## src/hdl/bbvic_pkg.sv

```systemverilog
// Shared types, constants and codes for the basic block vector interval counter.
package bbvic_pkg;

	localparam int NUM_BLOCKS_DEF = 64;
	localparam int ID_W           = 6;
	localparam int INSN_W         = 12;
	localparam int LEN_W          = 40;
	localparam int CNT_W          = 41;
	localparam int INUM_W         = 32;
	localparam int APB_AW         = 4;
	localparam int APB_DW         = 64;

	localparam logic [LEN_W-1:0] INTERVAL_RESET = LEN_W'(100000000);

	localparam logic REG_INTERVAL_LENGTH = 1'b0;

	localparam logic CMD_EVENT  = 1'b0;
	localparam logic CMD_FINISH = 1'b1;

	typedef struct packed {
		logic              cmd;
		logic [ID_W-1:0]   block_id;
		logic [INSN_W-1:0] insn_count;
	} item_t;

	typedef struct packed {
		logic [INUM_W-1:0] interval_number;
		logic [ID_W-1:0]   entry_id;
		logic [CNT_W-1:0]  entry_count;
		logic              last_entry;
	} result_t;

	typedef enum logic [1:0] {
		ST_IDLE,
		ST_UPDATE,
		ST_DUMP
	} state_t;

	typedef struct packed {
		logic load_ev;
		logic write_ev;
		logic scan;
		logic finish;
	} dp_cmd_t;

	typedef struct packed {
		logic id_in_range;
		logic any_present;
		logic reached;
		logic scan_last;
	} dp_sts_t;

endpackage

```

## src/hdl/bbvic_ram.sv

```systemverilog
// Generic single write port RAM with registered read.
module bbvic_ram #(
	parameter int WIDTH = 8,
	parameter int DEPTH = 64
) (
	input  logic                     clk,
	input  logic                     we,
	input  logic [$clog2(DEPTH)-1:0] waddr,
	input  logic [WIDTH-1:0]         wdata,
	input  logic                     re,
	input  logic [$clog2(DEPTH)-1:0] raddr,
	output logic [WIDTH-1:0]         rdata
);

	logic [WIDTH-1:0] mem_q [DEPTH];

	always_ff @(posedge clk) begin
		if (we) begin
			mem_q[waddr] <= wdata;
		end
		if (re) begin
			rdata <= mem_q[raddr];
		end
	end

endmodule

```

## src/hdl/bbvic_ctrl.sv

```systemverilog
// Controller state machine: event update, interval dump sequencing.
module bbvic_ctrl
	import bbvic_pkg::*;
(
	input  logic    clk,
	input  logic    arst_n,
	input  logic    start,
	input  logic    cmd,
	input  dp_sts_t sts,
	output logic    busy,
	output dp_cmd_t dcmd
);

	state_t state_q, state_d;

	always_ff @(posedge clk or negedge arst_n) begin
		if (!arst_n) begin
			state_q <= ST_IDLE;
		end else begin
			state_q <= state_d;
		end
	end

	always_comb begin
		state_d = state_q;
		dcmd    = '0;
		busy    = 1'b1;
		case (state_q)
			ST_IDLE: begin
				busy = 1'b0;
				if (start) begin
					if (cmd == CMD_EVENT) begin
						// drop events for blocks beyond the histogram
						if (sts.id_in_range) begin
							dcmd.load_ev = 1'b1;
							state_d      = ST_UPDATE;
						end
					end else if (sts.any_present) begin
						state_d = ST_DUMP;
					end
				end
			end
			ST_UPDATE: begin
				dcmd.write_ev = 1'b1;
				state_d       = sts.reached ? ST_DUMP : ST_IDLE;
			end
			ST_DUMP: begin
				dcmd.scan = 1'b1;
				if (sts.scan_last) begin
					dcmd.finish = 1'b1;
					state_d     = ST_IDLE;
				end
			end
			default: begin
				state_d = ST_IDLE;
			end
		endcase
	end

endmodule

```

## src/hdl/bbvic_dp.sv

```systemverilog
// Datapath: histogram store, present flags, interval total, scan and result stage.
module bbvic_dp
	import bbvic_pkg::*;
#(
	parameter int NUM_BLOCKS = NUM_BLOCKS_DEF
) (
	input  logic             clk,
	input  logic             arst_n,
	input  item_t            item,
	input  dp_cmd_t          dcmd,
	input  logic             cfg_we,
	input  logic [LEN_W-1:0] cfg_data,
	output logic [LEN_W-1:0] length,
	output dp_sts_t          sts,
	output logic             strobe,
	output result_t          result
);

	localparam int IDX_W = $clog2(NUM_BLOCKS);

	logic [LEN_W-1:0]      length_q;
	logic [CNT_W-1:0]      total_q;
	logic [INUM_W-1:0]     inum_q;
	logic [NUM_BLOCKS-1:0] present_q;

	logic [IDX_W-1:0]  ev_id_q;
	logic [INSN_W-1:0] ev_cnt_q;
	logic              ev_pres_q;

	logic              strobe_s1;
	logic [ID_W-1:0]   id_s1;
	logic              last_s1;
	logic [INUM_W-1:0] inum_s1;

	logic [IDX_W-1:0]      in_idx;
	logic [NUM_BLOCKS-1:0] low_bit;
	logic [NUM_BLOCKS-1:0] pend_rest;
	logic [IDX_W-1:0]      scan_idx;
	logic [IDX_W-1:0]      raddr;
	logic                  re;
	logic [CNT_W-1:0]      rdata;
	logic [CNT_W-1:0]      wdata;

	assign in_idx = item.block_id[IDX_W-1:0];

	// lowest pending entry of the dump
	assign low_bit   = present_q & (~present_q + NUM_BLOCKS'(1));
	assign pend_rest = present_q & ~low_bit;

	always_comb begin
		scan_idx = '0;
		for (int i = NUM_BLOCKS - 1; i >= 0; i--) begin
			if (present_q[i]) begin
				scan_idx = IDX_W'(i);
			end
		end
	end

	assign re    = dcmd.load_ev | dcmd.scan;
	assign raddr = dcmd.scan ? scan_idx : in_idx;
	assign wdata = (ev_pres_q ? rdata : '0) + CNT_W'(ev_cnt_q);

	bbvic_ram #(
		.WIDTH(CNT_W),
		.DEPTH(NUM_BLOCKS)
	) u_hist (
		.clk  (clk),
		.we   (dcmd.write_ev),
		.waddr(ev_id_q),
		.wdata(wdata),
		.re   (re),
		.raddr(raddr),
		.rdata(rdata)
	);

	always_ff @(posedge clk or negedge arst_n) begin
		if (!arst_n) begin
			length_q  <= INTERVAL_RESET;
			total_q   <= '0;
			inum_q    <= '0;
			present_q <= '0;
			strobe_s1 <= 1'b0;
		end else begin
			if (cfg_we) begin
				length_q <= cfg_data;
			end
			if (dcmd.load_ev) begin
				total_q <= total_q + CNT_W'(item.insn_count);
			end
			if (dcmd.write_ev) begin
				present_q[ev_id_q] <= 1'b1;
			end
			if (dcmd.scan) begin
				present_q <= pend_rest;
			end
			if (dcmd.finish) begin
				total_q <= '0;
				inum_q  <= inum_q + INUM_W'(1);
			end
			strobe_s1 <= dcmd.scan;
		end
	end

	always_ff @(posedge clk) begin
		if (dcmd.load_ev) begin
			ev_id_q   <= in_idx;
			ev_cnt_q  <= item.insn_count;
			ev_pres_q <= present_q[in_idx];
		end
		if (dcmd.scan) begin
			id_s1   <= ID_W'(scan_idx);
			last_s1 <= (pend_rest == '0);
			inum_s1 <= inum_q;
		end
	end

	assign sts.id_in_range = ({1'b0, item.block_id} < (ID_W + 1)'(NUM_BLOCKS));
	assign sts.any_present = |present_q;
	assign sts.reached     = (total_q >= CNT_W'(length_q));
	assign sts.scan_last   = (pend_rest == '0);

	assign length                 = length_q;
	assign strobe                 = strobe_s1;
	assign result.interval_number = inum_s1;
	assign result.entry_id        = id_s1;
	assign result.entry_count     = rdata;
	assign result.last_entry      = last_s1;

endmodule

```

## src/hdl/basic_block_vector_interval_counter_unit.sv

```systemverilog
// Top level of the basic block vector interval counter with its APB register port.
//
//   channel  handshake              payload
//   input    start & !busy          item   (cmd, block_id, insn_count)
//   result   strobe, one cycle      result (interval_number, entry_id, entry_count, last_entry)
//   config   psel&penable&pwrite    pwdata[39:0] -> interval_length at paddr 0
//
// An in-range event is a histogram read, then a write back and total check;
// an out-of-range event or a finish with an empty histogram is taken without leaving idle.
// A dump reads one present entry per cycle, set by the single histogram read port;
// each result beat appears in the cycle after its entry is read.
// Reset clears the present flags, total and interval number; the store needs no sweep.
// Results cannot be stalled by the receiver.
module basic_block_vector_interval_counter_unit
	import bbvic_pkg::*;
#(
	parameter int NUM_BLOCKS = NUM_BLOCKS_DEF
) (
	input  logic              clk,
	input  logic              arst_n,
	input  logic              start,
	output logic              busy,
	input  item_t             item,
	output logic              strobe,
	output result_t           result,
	input  logic              psel,
	input  logic              penable,
	input  logic              pwrite,
	input  logic [APB_AW-1:0] paddr,
	input  logic [APB_DW-1:0] pwdata,
	output logic [APB_DW-1:0] prdata,
	output logic              pready
);

	dp_cmd_t          dcmd;
	dp_sts_t          sts;
	logic             cfg_we;
	logic [LEN_W-1:0] length;
	logic             reg_sel;

	// register index is the 8-byte word address
	assign reg_sel = (paddr[APB_AW-1] == REG_INTERVAL_LENGTH);
	assign cfg_we  = psel & penable & pwrite & reg_sel;
	assign pready  = 1'b1;
	assign prdata  = reg_sel ? APB_DW'(length) : '0;

	bbvic_ctrl u_ctrl (
		.clk   (clk),
		.arst_n(arst_n),
		.start (start),
		.cmd   (item.cmd),
		.sts   (sts),
		.busy  (busy),
		.dcmd  (dcmd)
	);

	bbvic_dp #(
		.NUM_BLOCKS(NUM_BLOCKS)
	) u_dp (
		.clk     (clk),
		.arst_n  (arst_n),
		.item    (item),
		.dcmd    (dcmd),
		.cfg_we  (cfg_we),
		.cfg_data(pwdata[LEN_W-1:0]),
		.length  (length),
		.sts     (sts),
		.strobe  (strobe),
		.result  (result)
	);

endmodule

```

## config.mk

```make
export PLATFORM = sky130hd
export DESIGN_NAME = basic_block_vector_interval_counter_unit
export DESIGN_NICKNAME = d
export VERILOG_FILES = /design/src/hdl/bbvic_pkg.sv /design/src/hdl/bbvic_ram.sv /design/src/hdl/bbvic_ctrl.sv /design/src/hdl/bbvic_dp.sv /design/src/hdl/basic_block_vector_interval_counter_unit.sv
export SDC_FILE = /design/constraint.sdc
export NUM_CORES = 2
export LEC_CHECK = 0
export CORE_AREA = 5 5 531 638
export CTS_CLUSTER_SIZE = 30
export DETAILED_ROUTE_END_ITERATION = 16
export DIE_AREA = 0 0 536 643
export DONT_BUFFER_PORTS = 1
export GPL_TIMING_DRIVEN = 0
export HOLD_SLACK_MARGIN = 0.08
export PLACE_DENSITY = 0.6
export SLEW_MARGIN = 25
export SYNTH_ARGS = -nofsm -noshare
export SYNTH_HDL_FRONTEND = slang
export SYNTH_HIERARCHICAL = 1
export SYNTH_SLANG_ARGS = --single-unit
```

## constraint.sdc

```tcl
create_clock -name clk -period 9.85 [get_ports clk]
set_clock_uncertainty 0.1 [all_clocks]
set_input_delay 0.985 -clock clk [delete_from_list [all_inputs] [get_ports clk]]
set_output_delay 0.985 -clock clk [all_outputs]
set_load 0.05 [all_outputs]
```

Word-level counts from Yosys, hierarchy flattened
Memory sizes are Yosys's and may differ from the RTL's. A register that Yosys moved wholly into a read port is not among the register bits.
Cells that the tools add are included.
Word-level totals
  flip-flop bits (word level): 238
  memory bits (writable): 2624
  input port bits: 93
  logic and storage cells: 133
  memories kept: 1
Cells by class
  add/sub/neg operators: 4
  magnitude comparators: 4
  eq/ne operators: 5
  muxes and demuxes: 90
  bitwise gates (word level): 10
  reductions and logical operators: 7
Memories
  u_dp.u_hist.mem_q: words 64, bits a word 41, read ports 1, clocked after Yosys merged registers in 1, write ports 1, line bbvic_ram.sv:15  | logic [WIDTH-1:0] mem_q [DEPTH];
Operators by type and width (number)
  6-bit 2-to-1 mux: 65
  64-bit bitwise AND: 2
  64-bit 2-to-1 mux: 2
  64-bit NOT: 2
  41-bit 2-to-1 mux: 3
  41-bit by 12-bit adder with 41-bit output: 2
  64-bit by 1-bit adder with 64-bit output (second input constant): 1
  64-bit logical NOT: 1
  64-bit bitwise OR: 1
  64-bit OR reduction: 1
  41-bit by 40-bit greater-or-equal comparator with 1-bit output: 1
  40-bit 2-to-1 mux: 1
  32-bit by 1-bit adder with 32-bit output (second input constant): 1
  6-bit by 7-bit less-than comparator with 1-bit output (second input constant): 2
  2-bit 2-to-1 mux: 6
  1-bit 2-to-1 mux: 10
  1-bit binary-select mux with 6-bit select: 1
  1-bit demux with 6-bit select: 1
  6-bit by 1-bit greater-or-equal comparator with 1-bit output (second input constant): 1
  2-bit one-hot mux with 3 select lines: 1
  2-bit inequality test (second input constant): 2
  2-bit nonzero test: 2
  1-bit bitwise AND: 3
  3-bit inequality test (second input constant): 1
  7 further kinds: 7

Depth between registers and ports, before layout
  depth in word-level cells: 65
  gate-level depth with buffers: 18
  depth with buffers taken out: 15

Hierarchy
Netlist, hierarchy kept.
Modules (own cells, without submodules)
  bbvic_ram: instances 1, cells an instance 4226, area each 100518.9 um2, seq. area each 80026.8 um2
  bbvic_dp: instances 1, cells an instance 1555, area each 14536.4 um2, seq. area each 6211.0 um2
  basic_block_vector_interval_counter_unit: instances 1, cells an instance 72, area each 475.5 um2, seq. area each 0.0 um2
  bbvic_ctrl: instances 1, cells an instance 13, area each 125.1 um2, seq. area each 50.0 um2

Worst setup path after synthesis
Ideal clock, no wire load.
  path type: register -> register
  start: register u_dp.ev_pres_q
  end: memory u_dp/u_hist/mem_q[0][35] (netlist name), data pin
  setup time: 701 ps
  arrival time: 5238 ps
  setup slack: 3811 ps
  cell stages (with the launch flop): 12
  buffers on the path: 3
  clock period less this slack: 6039 ps
  cell sequence: edfxtp_1 clkbuf_1 clkbuf_1 clkbuf_1 and2_1 ha_1 o21ai_0 nand2b_1 nand3_1 nor4_2 nand4bb_1 o21ai_0
Between the ends
  longest elaborated chain between the ends: 2
Ends and longest elaborated chain
  start: declaration: line bbvic_dp.sv:28  | logic ev_pres_q;
  start signal: assignment: line bbvic_dp.sv:108  | ev_pres_q <= present_q[in_idx];
  41-bit 2-to-1 mux: line bbvic_dp.sv:61  | assign wdata = (ev_pres_q ? rdata : '0) + CNT_W'(ev_cnt_q);
  41-bit by 12-bit adder with 41-bit output: line bbvic_dp.sv:61
  named net u_dp.wdata[35]: line bbvic_dp.sv:42  | logic [CNT_W-1:0] wdata;
  end: declaration: line bbvic_ram.sv:15
The timed path passes the listed nets, and every way through them passes these cells.

Worst setup path after layout
  start: register u_dp.present_q[58]
  end: register u_dp.u_hist.rdata[8] (read register of u_dp.u_hist.mem_q), data pin
Between the ends
  longest elaborated chain between the ends: 60
Ends and longest elaborated chain
  start: declaration: line bbvic_dp.sv:24  | logic [NUM_BLOCKS-1:0] present_q;
  start signal: assignment: line bbvic_dp.sv:94  | present_q <= pend_rest;
  6-bit 2-to-1 mux (59 in a row): line bbvic_dp.sv:53  | if (present_q[i]) begin
  6-bit 2-to-1 mux: line bbvic_dp.sv:60  | assign raddr = dcmd.scan ? scan_idx : in_idx;
  named net u_dp.raddr[2]: line bbvic_dp.sv:39  | logic [IDX_W-1:0] raddr;
  end: declaration: line bbvic_ram.sv:12  | output logic [WIDTH-1:0] rdata
The timed path passes the listed nets, and every way through them passes these cells.
A chain may end at the register's enable or synchronous reset.

==> metrics.csv <==
metric,value,unit
critPathMaxStageDelay,0.88,ns
drv_cap,0,
cpMostUsedCell,a21oi_1,
wirelength,362,mm
area_growth,19.1,%
startpoint_type,register,
path_cells,nor4_1 > a21oi_1 > o21ai_0 > a21oi_1 > o21ai_0 > a21oi_1 > o22ai_1 > buf_2 > buf_2 > buf_2 > buf_2 > mux2i_1 > a21oi_1 > a21oi_1 > a221oi_1,
drive_gt1_frac,0.263,
setup_violations,0,
rows,232,
max-vdd-ir-drop,0.209,mV
clk_path_buf_depth,4,
ys_types,85,
syn_inst,5866,
drt-initial-drc-count,8252,
cts_root_buf,clkbuf_16,
worstSetupEndpointType,register,
tightest_slew,1.19,ns
yosysSeqAreaShare,0.746,
async_flop_share,0.0620,
die_y,643,um
die_w,536,um
ios,240,
clkTransAtPathRegs,0.07,ns
start_util,0.349,
htreeDepth,5,
synth_edf_count,2723,
fmax,0.136,GHz
fin_ws,2.48,ns
globalRoute.totalOverflow,0,
grt_max_degree,181,
status,finished clean,
post-cts-setup-buffers,0,
powerDensity,371,mW/mm^2
synth_xor_area_frac,0.00629,
preCtsSetupSlack,2.54,ns
yosys_warnings,6,
finalHoldViolations,0,
hp-class,in -> reg,
dpl.hpwl,260,mm
remaining_drc_errors,0,
maxSlewViolCount,0,
worstSetupPathType,reg -> reg,
synth_top_family_by_area,multiplexers,
required,10.29,ns
clkLatencyLatePin,0.88,ns
synthFlopType,edfxtp_1,
grt_pass1_vias,63600,
path_max_fanout,10,
period_minus_slack,7.37,ns
numClockSinks,2903,
design_area,0.138,mm^2
synth_area_per_cell,19.7,um^2
synthMuxAreaShare,0.138,
crit_path_top_delay_cell,nor4_1,
vias,63600,
antenna_found_initial,20,
drtPass1Iterations,6,
rsz0062_at_grt,no,
synth-compound-area-share,0.0453,
max_slew_margin,0.201,
synthAdderAreaFrac,0.00746,
wl_per_cell,32.4,um
grt_usage,0.205,
grt_pass1_wl,503,mm
viasPerCell,5.69,
leakagePower,44.5,nW
synth-simple-area-share,0.0375,
globalplace.congestion,0.923,
die_area,0.345,mm^2
ys_ff_latch,2903,
placedInstanceArea,0.128,mm^2
nNetsFinal,6656,
worstPathArrival,7.81,ns
syn_area,0.116,mm^2
core_area,0.332,mm^2
cts_inserted_buffers,289,
post-route-period-util,0.748,
antenna_left,0,
cts_tree,built,
io_buffers,0,
[cell usage after synthesis, types with 16 or more instances]
cell type	number	area (um^2)
mux2i_1	68	681
xor2_1	27	236
mux4_2	675	15200
nand2b_1	36	225
xnor2_1	56	490
a21o_1	16	120
nor2b_1	70	438
or3_1	17	106
inv_1	78	293
nor3_1	66	330
nand4_1	42	263
nand2_1	178	668
o221ai_1	26	228
buf_6	23	259
buf_4	72	541
buf_2	79	395
o21ai_0	115	576
and2_1	25	156
a221oi_1	72	631
clkbuf_1	158	593
a22oi_1	46	345
nand3_1	60	300
a21oi_1	171	856
and3_1	21	131
nor2_1	245	920
nor4_1	27	169
ha_1	65	813
buf_1	22	82.6
a211oi_1	28	210
edfxtp_1	2723	81800
dfrtp_1	168	4200
a22o_1	91	797
o22ai_1	97	607
[worst max-delay path: cells and delay by family, from the launching register on]
family                 cells  cell delay (ns)
AND/OR/NAND/NOR            1             0.88
multiplexers               1             0.30
buffers and inverters      4             1.75
flip-flops                 1             0.46
AO/OA/AOI/OAI              9             3.53
[path summary, 6_finish.rpt]
path	from	endpoint	cells past startpoint	slack [ns]
min in group asynchronous	arst_n	u_dp/present_q[51]	2	0.56
worst min-delay path	item[10]	u_dp/ev_cnt_q[10]	0	0.14
worst min register to register	u_dp/inum_q[30]	u_dp/inum_s1[30]	0	0.37
worst max-delay path	u_dp/present_q[58]	u_dp/u_hist/rdata[8]	15	2.48
max in group asynchronous	arst_n	u_dp/total_q[34]	3	8.09
worst max register to register	u_dp/present_q[58]	u_dp/u_hist/rdata[8]	15	2.48
[cell usage in the layout, fill, tap and decap left out, types with 72 or more instances in the layout]
cell / Yosys / routed
dfrtp_1: 168 / 168
a21oi_1: 171 / 162
edfxtp_1: 2723 / 2723
mux4_2: 675 / 675
inv_1: 78 / 77
o22ai_1: 97 / 97
nor2_1: 245 / 179
buf_2: 79 / 82
o21ai_0: 115 / 109
buf_16: 0 / 113
a221oi_1: 72 / 72
nand2_1: 178 / 178
clkbuf_1: 158 / 202
a22o_1: 91 / 91
buf_12: 0 / 74
buf_4: 72 / 100
clkbuf_16: 0 / 297
[state kept, by name (all words and copies together) (netlist names)]
register and flops:
u_dp/ev_cnt_q 12, u_dp/ev_pres_q 1, u_dp/ev_id_q 6, u_dp/inum_s1 32, u_dp/present_q 64, u_ctrl/state_q 2
u_dp/u_hist/mem_q 2624, u_dp/length 40, u_dp/inum_q 32, u_dp/u_hist/rdata 41, u_dp/last_s1 1, u_dp/id_s1 6
u_dp/total_q 41, u_dp/strobe 1
[power by group]
| group | leakage, nW | internal (mW) | switching (mW) |
|---|---|---|---|
| Clock | 4.50 | 6.24 | 4.71 |
| Combinational | 12.8 | 8.38 | 15.7 |
| Sequential | 27.2 | 15.2 | 0.866 |
| Total | 44.5 | 29.8 | 21.3 |
[stage by stage]
| step | util | TNS [ns] | std cells | total power [mW] | hold slack (ns) |
|---|---|---|---|---|---|
| floorplan | - | 0 | 5889 | 29.2 | 0.325 |
| global placement | 0.366 | -208.02 | 10300 | 38.9 | 0.333 |
| detailed placement | 0.386 | 0 | 10600 | 39.9 | 0.357 |
| CTS | 0.415 | 0 | 11200 | 50.8 | 0.0826 |
| global route | 0.415 | 0 | 11200 | 52.4 | 0.0964 |
| finish | 0.415 | 0 | 11200 | 51.1 | 0.136 |
[per-layer routing]
metal,up-vias,wire (um),global-route usage
li1,25500,-,-
met1,33700,126000,0.244
met4,10,22500,0.108
met3,755,37900,0.0587
met5,-,333,0
met2,3582,176000,0.339
[final cells by class]
class	count	area [um^2]
antenna	10	25.0
buffer	355	1900
clock buffer	352	7690
clock inverter	158	1550
fill	28800	194000
inverter	78	295
multi-input combinational	2553	28300
sequential	2903	86300
tap	4446	5560
timing repair buffer	316	6080
[cells by family after synthesis]
group / after synthesis
compound gates: 769
other cells: 3
flops: 2903
buf+inv: 433
simple gates: 852
xor+xnor: 83
fa+ha+maj: 68
mux: 755
[timing repair]
item	CTS	global route
resized for setup	0	0
hold endpoints to repair	184	3
hold buffers	6	3
No activity file was read; power rests on OpenSTA's default activity.
